<file path="src/mlfr_pkg.sv">
// ----------------------------------------------------------------------------
// mlfr_pkg
// Shared types and constants for the magic/length frame receiver.
// ----------------------------------------------------------------------------
package mlfr_pkg;

  localparam int BUFFER_DEPTH_DEF = 262144;

  localparam int BYTE_W  = 8;
  localparam int ADDR_W  = 18;
  localparam int LEN_W   = 19;
  localparam int SEQ_W   = 32;
  localparam int EVENT_W = 2;

  localparam logic [LEN_W-1:0] MAX_FRAME_RESET = 19'd184320;

  // Magic "TDKVIMG1", first byte in the low lane
  localparam logic [63:0] MAGIC_SEQ = 64'h31474D49564B4454;
  localparam int          MAGIC_LEN = 8;

  typedef enum logic [1:0] {
    PH_HUNT = 2'd0,
    PH_LEN  = 2'd1,
    PH_PAY  = 2'd2
  } phase_t;

  typedef enum logic [EVENT_W-1:0] {
    EV_HDR  = 2'd0,
    EV_BYTE = 2'd1,
    EV_DONE = 2'd2,
    EV_REJ  = 2'd3
  } event_t;

  typedef struct packed {
    event_t             event_res;
    logic [ADDR_W-1:0]  store_addr;
    logic [BYTE_W-1:0]  store_byte;
    logic [LEN_W-1:0]   frame_length;
    logic [SEQ_W-1:0]   frame_seq;
  } result_t;

endpackage

</file>
<file path="src/mlfr_in_stage.sv">
// ----------------------------------------------------------------------------
// mlfr_in_stage
// Input register: holds one received byte until the deframer steps on it.
// ----------------------------------------------------------------------------
module mlfr_in_stage import mlfr_pkg::*; (
  input  logic              clk,
  input  logic              rst_n,
  input  logic              in_valid,
  output logic              in_ready,
  input  logic [BYTE_W-1:0] in_rx_byte,
  input  logic              adv,
  output logic              s1_valid,
  output logic [BYTE_W-1:0] s1_byte
);

  logic              valid_r;
  logic [BYTE_W-1:0] byte_r;

  assign in_ready = !valid_r || adv;
  assign s1_valid = valid_r;
  assign s1_byte  = byte_r;

  always_ff @(posedge clk) begin
    if (!rst_n) begin
      valid_r <= 1'b0;
    end else if (in_ready) begin
      valid_r <= in_valid;
    end
  end

  always_ff @(posedge clk) begin
    if (in_valid && in_ready) begin
      byte_r <= in_rx_byte;
    end
  end

endmodule

</file>
<file path="src/mlfr_deframer.sv">
// ----------------------------------------------------------------------------
// mlfr_deframer
// Frame state: magic hunt, length collection, payload addressing and
// frame completion bookkeeping. One byte per step.
// ----------------------------------------------------------------------------
module mlfr_deframer import mlfr_pkg::*; #(
  parameter int BUFFER_DEPTH = BUFFER_DEPTH_DEF
) (
  input  logic              clk,
  input  logic              rst_n,
  input  logic              cfg_wr_en,
  input  logic [LEN_W-1:0]  cfg_wr_data,
  input  logic              step,
  input  logic [BYTE_W-1:0] rx_byte,
  output result_t           res
);

  localparam int CAP_INT = (BUFFER_DEPTH > (2**LEN_W - 1)) ? (2**LEN_W - 1) : BUFFER_DEPTH;
  localparam logic [LEN_W-1:0] DEPTH_CAP = LEN_W'(CAP_INT);

  phase_t            phase_r,    phase_nxt;
  logic [2:0]        mpos_r,     mpos_nxt;
  logic [1:0]        lpos_r,     lpos_nxt;
  logic [23:0]       ann_r,      ann_nxt;
  logic [LEN_W-1:0]  pay_len_r,  pay_len_nxt;
  logic [LEN_W-1:0]  cnt_r,      cnt_nxt;
  logic [LEN_W-1:0]  last_len_r, last_len_nxt;
  logic [SEQ_W-1:0]  seq_r,      seq_nxt;
  logic [LEN_W-1:0]  max_r;

  logic [LEN_W-1:0]  limit;
  logic [31:0]       ann_full;
  logic [LEN_W:0]    cnt_inc;

  assign limit    = (max_r > DEPTH_CAP) ? DEPTH_CAP : max_r;
  assign ann_full = {rx_byte, ann_r};
  assign cnt_inc  = {1'b0, cnt_r} + 1'b1;

  always_ff @(posedge clk) begin
    if (!rst_n) begin
      max_r <= MAX_FRAME_RESET;
    end else if (cfg_wr_en) begin
      max_r <= cfg_wr_data;
    end
  end

  always_ff @(posedge clk) begin
    if (!rst_n) begin
      phase_r    <= PH_HUNT;
      mpos_r     <= '0;
      lpos_r     <= '0;
      ann_r      <= '0;
      pay_len_r  <= '0;
      cnt_r      <= '0;
      last_len_r <= '0;
      seq_r      <= '0;
    end else if (step) begin
      phase_r    <= phase_nxt;
      mpos_r     <= mpos_nxt;
      lpos_r     <= lpos_nxt;
      ann_r      <= ann_nxt;
      pay_len_r  <= pay_len_nxt;
      cnt_r      <= cnt_nxt;
      last_len_r <= last_len_nxt;
      seq_r      <= seq_nxt;
    end
  end

  always_comb begin
    phase_nxt      = phase_r;
    mpos_nxt       = mpos_r;
    lpos_nxt       = lpos_r;
    ann_nxt        = ann_r;
    pay_len_nxt    = pay_len_r;
    cnt_nxt        = cnt_r;
    last_len_nxt   = last_len_r;
    seq_nxt        = seq_r;
    res.event_res  = EV_HDR;
    res.store_addr = '0;
    res.store_byte = '0;

    case (phase_r)
      PH_LEN: begin
        lpos_nxt = lpos_r + 2'd1;
        case (lpos_r)
          2'd0:    ann_nxt[7:0]   = rx_byte;
          2'd1:    ann_nxt[15:8]  = rx_byte;
          2'd2:    ann_nxt[23:16] = rx_byte;
          default: begin
            if (ann_full == 32'd0 || ann_full > {13'd0, limit}) begin
              phase_nxt     = PH_HUNT;
              mpos_nxt      = '0;
              lpos_nxt      = '0;
              ann_nxt       = '0;
              cnt_nxt       = '0;
              res.event_res = EV_REJ;
            end else begin
              phase_nxt    = PH_PAY;
              pay_len_nxt  = ann_full[LEN_W-1:0];
              last_len_nxt = '0;
              cnt_nxt      = '0;
            end
          end
        endcase
      end
      PH_PAY: begin
        res.store_addr = cnt_r[ADDR_W-1:0];
        res.store_byte = rx_byte;
        if (cnt_inc >= {1'b0, pay_len_r}) begin
          last_len_nxt  = pay_len_r;
          seq_nxt       = seq_r + 1'b1;
          phase_nxt     = PH_HUNT;
          mpos_nxt      = '0;
          lpos_nxt      = '0;
          ann_nxt       = '0;
          cnt_nxt       = '0;
          res.event_res = EV_DONE;
        end else begin
          cnt_nxt       = cnt_inc[LEN_W-1:0];
          res.event_res = EV_BYTE;
        end
      end
      default: begin
        if (rx_byte == MAGIC_SEQ[mpos_r*8 +: 8]) begin
          mpos_nxt = mpos_r + 3'd1;
          if (mpos_r == 3'(MAGIC_LEN - 1)) begin
            phase_nxt = PH_LEN;
            lpos_nxt  = '0;
            ann_nxt   = '0;
          end
        end else begin
          phase_nxt = PH_HUNT;
          mpos_nxt  = (rx_byte == MAGIC_SEQ[7:0]) ? 3'd1 : 3'd0;
        end
      end
    endcase

    res.frame_length = last_len_nxt;
    res.frame_seq    = seq_nxt;
  end

endmodule

</file>
<file path="src/mlfr_out_stage.sv">
// ----------------------------------------------------------------------------
// mlfr_out_stage
// Result register toward the downstream receiver.
// ----------------------------------------------------------------------------
module mlfr_out_stage import mlfr_pkg::*; (
  input  logic    clk,
  input  logic    rst_n,
  input  logic    s1_valid,
  input  result_t res,
  output logic    adv,
  output logic    out_valid,
  input  logic    out_ready,
  output result_t out_res
);

  logic    valid_r;
  result_t res_r;

  assign adv       = !valid_r || out_ready;
  assign out_valid = valid_r;
  assign out_res   = res_r;

  always_ff @(posedge clk) begin
    if (!rst_n) begin
      valid_r <= 1'b0;
    end else if (adv) begin
      valid_r <= s1_valid;
    end
  end

  always_ff @(posedge clk) begin
    if (adv && s1_valid) begin
      res_r <= res;
    end
  end

endmodule

</file>
<file path="src/magic_length_frame_receiver.sv">
// ----------------------------------------------------------------------------
// magic_length_frame_receiver
// Deframer for a serial byte stream: magic hunt, 4-byte little-endian
// length, then payload bytes with their buffer offsets.
//
// Input channel in_*: one received byte per transfer (valid/ready).
// Output channel out_*: exactly one result per input byte, in order:
//   event code, store address/byte for payload, last frame length and
//   completed frame count as they stand after that byte.
// Config: cfg_wr_en/cfg_wr_data write max_frame_bytes; write only when idle.
// Path: an accepted byte is held in the input register, then its result is
//   taken into the output (result) register.
// Throughput: one byte per cycle while out_ready is high; the frame state
//   update is a single compare/increment step between the two registers.
// Stall: with out_ready low the result holds, the input register still
//   takes one more byte if it is empty, then in_ready drops.
// Reset (rst_n low, synchronous): both channels empty, back to hunting,
//   counters and last length cleared, max_frame_bytes = 184320.
// ----------------------------------------------------------------------------
module magic_length_frame_receiver import mlfr_pkg::*; #(
  parameter int BUFFER_DEPTH = BUFFER_DEPTH_DEF
) (
  input  logic               clk,
  input  logic               rst_n,
  input  logic               cfg_wr_en,
  input  logic [LEN_W-1:0]   cfg_wr_data,
  input  logic               in_valid,
  output logic               in_ready,
  input  logic [BYTE_W-1:0]  in_rx_byte,
  output logic               out_valid,
  input  logic               out_ready,
  output logic [EVENT_W-1:0] out_event_res,
  output logic [ADDR_W-1:0]  out_store_addr,
  output logic [BYTE_W-1:0]  out_store_byte,
  output logic [LEN_W-1:0]   out_frame_length,
  output logic [SEQ_W-1:0]   out_frame_seq
);

  logic              adv;
  logic              s1_valid;
  logic [BYTE_W-1:0] s1_byte;
  result_t           res;
  result_t           out_res;

  mlfr_in_stage u_in (
    .clk        (clk),
    .rst_n      (rst_n),
    .in_valid   (in_valid),
    .in_ready   (in_ready),
    .in_rx_byte (in_rx_byte),
    .adv        (adv),
    .s1_valid   (s1_valid),
    .s1_byte    (s1_byte)
  );

  mlfr_deframer #(
    .BUFFER_DEPTH (BUFFER_DEPTH)
  ) u_deframer (
    .clk         (clk),
    .rst_n       (rst_n),
    .cfg_wr_en   (cfg_wr_en),
    .cfg_wr_data (cfg_wr_data),
    .step        (s1_valid && adv),
    .rx_byte     (s1_byte),
    .res         (res)
  );

  mlfr_out_stage u_out (
    .clk       (clk),
    .rst_n     (rst_n),
    .s1_valid  (s1_valid),
    .res       (res),
    .adv       (adv),
    .out_valid (out_valid),
    .out_ready (out_ready),
    .out_res   (out_res)
  );

  assign out_event_res    = out_res.event_res;
  assign out_store_addr   = out_res.store_addr;
  assign out_store_byte   = out_res.store_byte;
  assign out_frame_length = out_res.frame_length;
  assign out_frame_seq    = out_res.frame_seq;

endmodule

</file>
<file path="config.mk">
export PLATFORM = sky130hd
export DESIGN_NAME = magic_length_frame_receiver
export DESIGN_NICKNAME = d
export VERILOG_FILES = /design/src/mlfr_pkg.sv /design/src/mlfr_in_stage.sv /design/src/mlfr_deframer.sv /design/src/mlfr_out_stage.sv /design/src/magic_length_frame_receiver.sv
export SDC_FILE = /design/constraint.sdc
export NUM_CORES = 1
export LEC_CHECK = 0
export ABC_CLOCK_PERIOD_IN_PS = 5700
export BUFFER_PORTS_ARGS = -buffer_cell sky130_fd_sc_hd__buf_4
export CAP_MARGIN = 30
export CORE_MARGIN = 8
export CORE_UTILIZATION = 40
export CTS_CLUSTER_DIAMETER = 50
export DETAILED_ROUTE_END_ITERATION = 12
export GPL_ROUTABILITY_DRIVEN = 1
export GPL_TIMING_DRIVEN = 0
export PLACE_DENSITY = 0.57
export SLEW_MARGIN = 40
export SYNTH_ARGS = -nofsm -noshare
export SYNTH_HDL_FRONTEND = slang
export SYNTH_SLANG_ARGS = --single-unit
export TNS_END_PERCENT = 30
</file>
<file path="constraint.sdc">
create_clock -name clk -period 5.7 [get_ports clk]
set_input_delay 1.71 -clock clk [delete_from_list [all_inputs] [get_ports clk]]
set_output_delay 1.71 -clock clk [all_outputs]
set_load 0.03 [all_outputs]
</file>
-- After elaboration in Yosys (flattened, before gate mapping)
Cells that the tools add are included.
- bits in registers: 228
- bits in latches: 0
- memory bits (writable): 0
- memory bits (read-only): 0
- logic and storage cells: 109
- memories: 0
- add/sub/neg operators: 4
- $mul: 0
- div/mod/pow operators: 0
- magnitude comparators: 3
- equality and inequality tests: 17
- shift operators: 1
- muxes and demuxes: 39
- bitwise gates (word level): 2
- reduce and logical (&&, ||, !) cells: 24
- operators with widths (operator ; number):
    $mux W19 ; 6
    $mux W24 ; 4
    $pmux W19 S2 ; 2
    $mux W32 ; 2
    $shiftx A64 B7 Y8 const A ; 1
    $pmux W24 S2 ; 1
    $pmux W8 S2 ; 3
    $add A32 B1 Y32 const B ; 1
    $gt A32 B19 Y1 ; 1
    $logic_not A32 Y1 ; 1
    $mux W2 ; 12
    $add A19 B1 Y20 const B ; 1
    $ge A20 B19 Y1 ; 1
    $gt A19 B19 Y1 const B ; 1
    $reduce_and A6 Y1 ; 3
    $reduce_and A4 Y1 ; 4
    $mux W3 ; 4
    $pmux W2 S2 ; 3
    $ne A3 B2 Y1 const B ; 3
    $eq A8 B7 Y1 const B ; 1
    $eq A8 B8 Y1 ; 1
    $ne A2 B2 Y1 const B ; 4
    $pmux W3 S2 ; 1
    $reduce_bool A3 Y1 ; 2
    17 further kinds ; 27

-- Logic depth before layout (Yosys ltp)
- word-level depth: 7
- mapped depth: 16
- mapped depth without buffers: 14

-- Cells and area by module
Synthesis repeated with hierarchy kept, for this count alone.
- cells, all modules: 1062
- area total of the unflattened synthesis: 10759.1 sq um
- modules (own cells, without submodules) (module ; instances ; cells an instance ; area an instance (sq um) ; seq. area each (sq um)):
    mlfr_deframer ; 1 ; 964 ; 8025.2 ; 2782.7
    mlfr_out_stage ; 1 ; 84 ; 2429.8 ; 2392.3
    mlfr_in_stage ; 1 ; 13 ; 297.8 ; 260.2
    magic_length_frame_receiver ; 1 ; 1 ; 6.3 ; 0.0

-- Worst setup path after synthesis
OpenSTA, ideal clock, no wires.
- kind: input to register
- start point: in out_ready
- end point: reg u_deframer.seq_r[22]
- setup time: 0.070 ns
- arrival time: 5.848 ns
- path slack: -0.219 ns
- stages on the path: 7
- path buffers: 1
- cells stage by stage: nor2b_1 > nand2b_1 > inv_1 > buf_1 > o2111ai_1 > or3_1 > a21oi_1
- word-level cells in the longest chain between the ends: 2
- RTL lines (what ; line ; text):
    from (decl) ; magic_length_frame_receiver.sv:31 ; input logic out_ready,
    $logic_or A1 B1 Y1 ; mlfr_out_stage.sv:19 ; assign adv = !valid_r || out_ready;
    $logic_and A1 B1 Y1 ; magic_length_frame_receiver.sv:63 ; .step (s1_valid && adv),
    net u_deframer.step ; mlfr_deframer.sv:13 ; input logic step,
    to (signal assigned) ; mlfr_deframer.sv:65 ; seq_r <= seq_nxt;
    to (decl) ; mlfr_deframer.sv:28 ; logic [SEQ_W-1:0] seq_r, seq_nxt;
The timed path passes the listed nets, and every way through them passes these cells.
A chain may end at the register's enable or synchronous reset.

==> impl_metrics.tcl <==
set metrics [dict create \
    status "complete, no violations" \
    avgSynthCellArea_sq_um 10.2 \
    fillers 2517 \
    seq_area_sq_um 5440 \
    critPathArrivalTime_ns 4.73 \
    die_y_um 181 \
    post-place-ws_ns 1.17 \
    ys.flop_type "dfxtp_1" \
    synthesis.area_sq_um 10900 \
    dpl_cell_area_sq_um 12200 \
    die_area_sq_um 32900 \
    synth_warnings 0 \
    numCtsBuffers 31 \
    cts.clk_slew.worst_paths_ns 0.06 \
    vias 8609 \
    end_kind "register" \
    synth_edf_count 87 \
    p_per_area_nw_per_um2 289 \
    fin_worst_skew_ns 0.0215 \
    dr_wl_met3_um 1730 \
    portBuffers 110 \
    start_kind "register" \
    netlist_instances 1068 \
    grt_first_pass_wirelength_um 46200 \
    drive_gt1_share_pct 16.4 \
    cap_violations 0 \
    dieWidth_um 181 \
    diodes 0 \
    start_util_pct 40.6 \
    area.growth.synth_to_final_pct 21.4 \
    period_share_pct 78.4 \
    period_minus_slack_ns 4.47 \
    num_rows 60 \
    worstHoldPathCells 1 \
    highest-signal-layer "met4" \
    layout_common_cells "141 x dfxtp_1, 110 x buf_4, 96 x nand2_1" \
    ant_nets 0 \
    nNetsFinal 1295 \
    maxSlewViolCount 0 \
    fin_setup_tns_ns 0 \
    synth-async-reset-ratio_pct 0 \
    slew_headroom_pct 48.8 \
    setup_viol 0 \
    cts_setup_buffers 0 \
    clk_latency_ns 0.55 \
    rsz0062_at_grt "no" \
    met2_length_um 13400 \
    cts_tree "yes" \
    p_total_mw 3.83 \
    grt_pass1_vias 8455 \
    gp_congestion 0.902 \
    cts_max_level 1 \
    worst_slack_ns 1.23 \
    drt-total-wl_um 29200 \
    ys_types 70 \
    critPathMaxFanout 10 \
    dp_hpwl_um 21800 \
    p_leak_nw 5.03 \
    fin_util_pct 49.3 \
    cts_hold_buf 0 \
    ys_seq_area_share_pct 49.8 \
    drc 0 \
    grt_overflow 0 \
    synth_seq_cells 228 \
    clock_sinks 228 \
    finalHoldViolCount 0 \
    layout.cells.non_filler 1579 \
    antenna_found_initial 0 \
    critPathRequiredTime_ns 5.96 \
    core_sq_um 26900 \
    drt_iter0_drc 480 \
    drt-met1-wl_um 13000 \
    dr.pass1.iters 5 \
    vias_per_cell 5.45 \
    clockBufferDepth 3 \
    syn_nets 1150 \
    design_area_sq_um 13300 \
    cts_resized 0 \
    final_common_cell "dfxtp_1" \
    critPathKind "reg2reg" \
    tightest_slew_ns 0.759 \
    r2r_cells 14 \
    root_buffer "clkbuf_16" \
    hold_path.class "reg2reg" \
    routedWlPerCell_um 18.5 \
    track_usage_pct 17.2 \
    dp_cells 1521 \
    multi_input_area_sq_um 5120 \
    grt_max_degree 52 \
    timing.fmax_mhz 224 \
    ir_drop_v 0.000250 \
    whs_ns 0.473 \
    pin_count 113 \
]
## path summary, 6_finish.rpt
| kind | startpoint | endpoint | slack, ns |
|---|---|---|---|
| hold reg to reg | u_deframer.last_len_r[12] | u_deframer.last_len_r[12] | 0.47 |
| setup reg to reg | u_deframer.cnt_r[0] | u_out.out_res[30] | 1.23 |
| setup / recovery | u_deframer.cnt_r[0] | u_out.out_res[30] | 1.23 |
| hold / removal | u_deframer.last_len_r[12] | u_deframer.last_len_r[12] | 0.47 |
## synthesized netlist by cell type (6+ instances only)
master	number	area (sq um)
and3_1	12	75.1
or3_1	26	163
dfxtp_1	141	2820
ha_1	50	626
nor2_1	54	203
mux2i_1	27	270
o31ai_1	29	218
nand4_1	22	138
a22o_1	46	403
nor3_1	15	75.1
o21ai_0	23	115
xor2_1	24	210
clkbuf_1	39	146
and2_1	29	181
a21oi_1	56	280
and4_1	6	52.6
or4_1	14	105
o221ai_1	17	149
nand2_1	96	360
inv_1	45	169
xnor2_1	28	245
nor4_1	11	68.8
buf_2	8	40.0
nand3_1	68	340
nand2b_1	7	43.8
edfxtp_1	87	2610
## worst max-delay path: stages, from the launching register on
cell      delay (ns)
dfxtp_1         0.45
and3_1          0.19
clkbuf_1        0.21
nand4_1         0.36
nor3_1          0.29
xor2_1          0.31
ha_1            0.31
nand2_1         0.08
nor2_1          0.05
a211oi_1        0.32
o221ai_4        0.24
o21ai_2         0.49
clkbuf_1        0.55
nor4_1          0.17
xor2_1          0.20
## power by group
group	total (mW)	internal (mW)	switching [mW]
clock network	1.87	1.15	0.723
logic	0.216	0.0733	0.143
registers	1.75	1.73	0.0194
## routing by layer
layer  vias up  global-route usage [%]
li1       4269                       -
met1      4023                    22.2
met2       265                    28.4
met3        52                    3.29
met4         0                    6.30
met5         -                       0
## final cells by class
type / count / share of cell area (%)
tap: 341 / 3.22
clock buffer: 45 / 6.80
sequential: 228 / 41.0
buffer: 53 / 1.71
inverter: 47 / 1.33
clock inverter: 13 / 0.868
multi-input combinational: 740 / 38.6
timing repair buffer: 112 / 6.46
## state kept, by name (all words and copies together) (netlist names)
| name | cells |
|---|---|
| u_in.s1_valid | 1 |
| u_deframer.ann_r | 24 |
| u_in.s1_byte | 8 |
| u_deframer.lpos_r | 2 |
| u_deframer.mpos_r | 3 |
| u_deframer.last_len_r | 19 |
| u_deframer.pay_len_r | 19 |
| u_out.out_res | 79 |
| u_deframer.seq_r | 32 |
| u_deframer.max_r | 19 |
| u_out.out_valid | 1 |
| u_deframer.cnt_r | 19 |
| u_deframer.phase_r | 2 |
## cell families (layout without fill, tap and decap cells)
family	count (synthesis)	count (layout)	share of synthesized area [%]
compound gates	225	225	15.5
xor+xnor	52	52	4.17
fa+ha+maj	50	50	5.73
buf+inv	100	270	3.61
flops	228	228	49.8
mux	27	27	2.47
simple gates	386	386	18.7
Note: power is estimated with default switching activity, not from simulation.
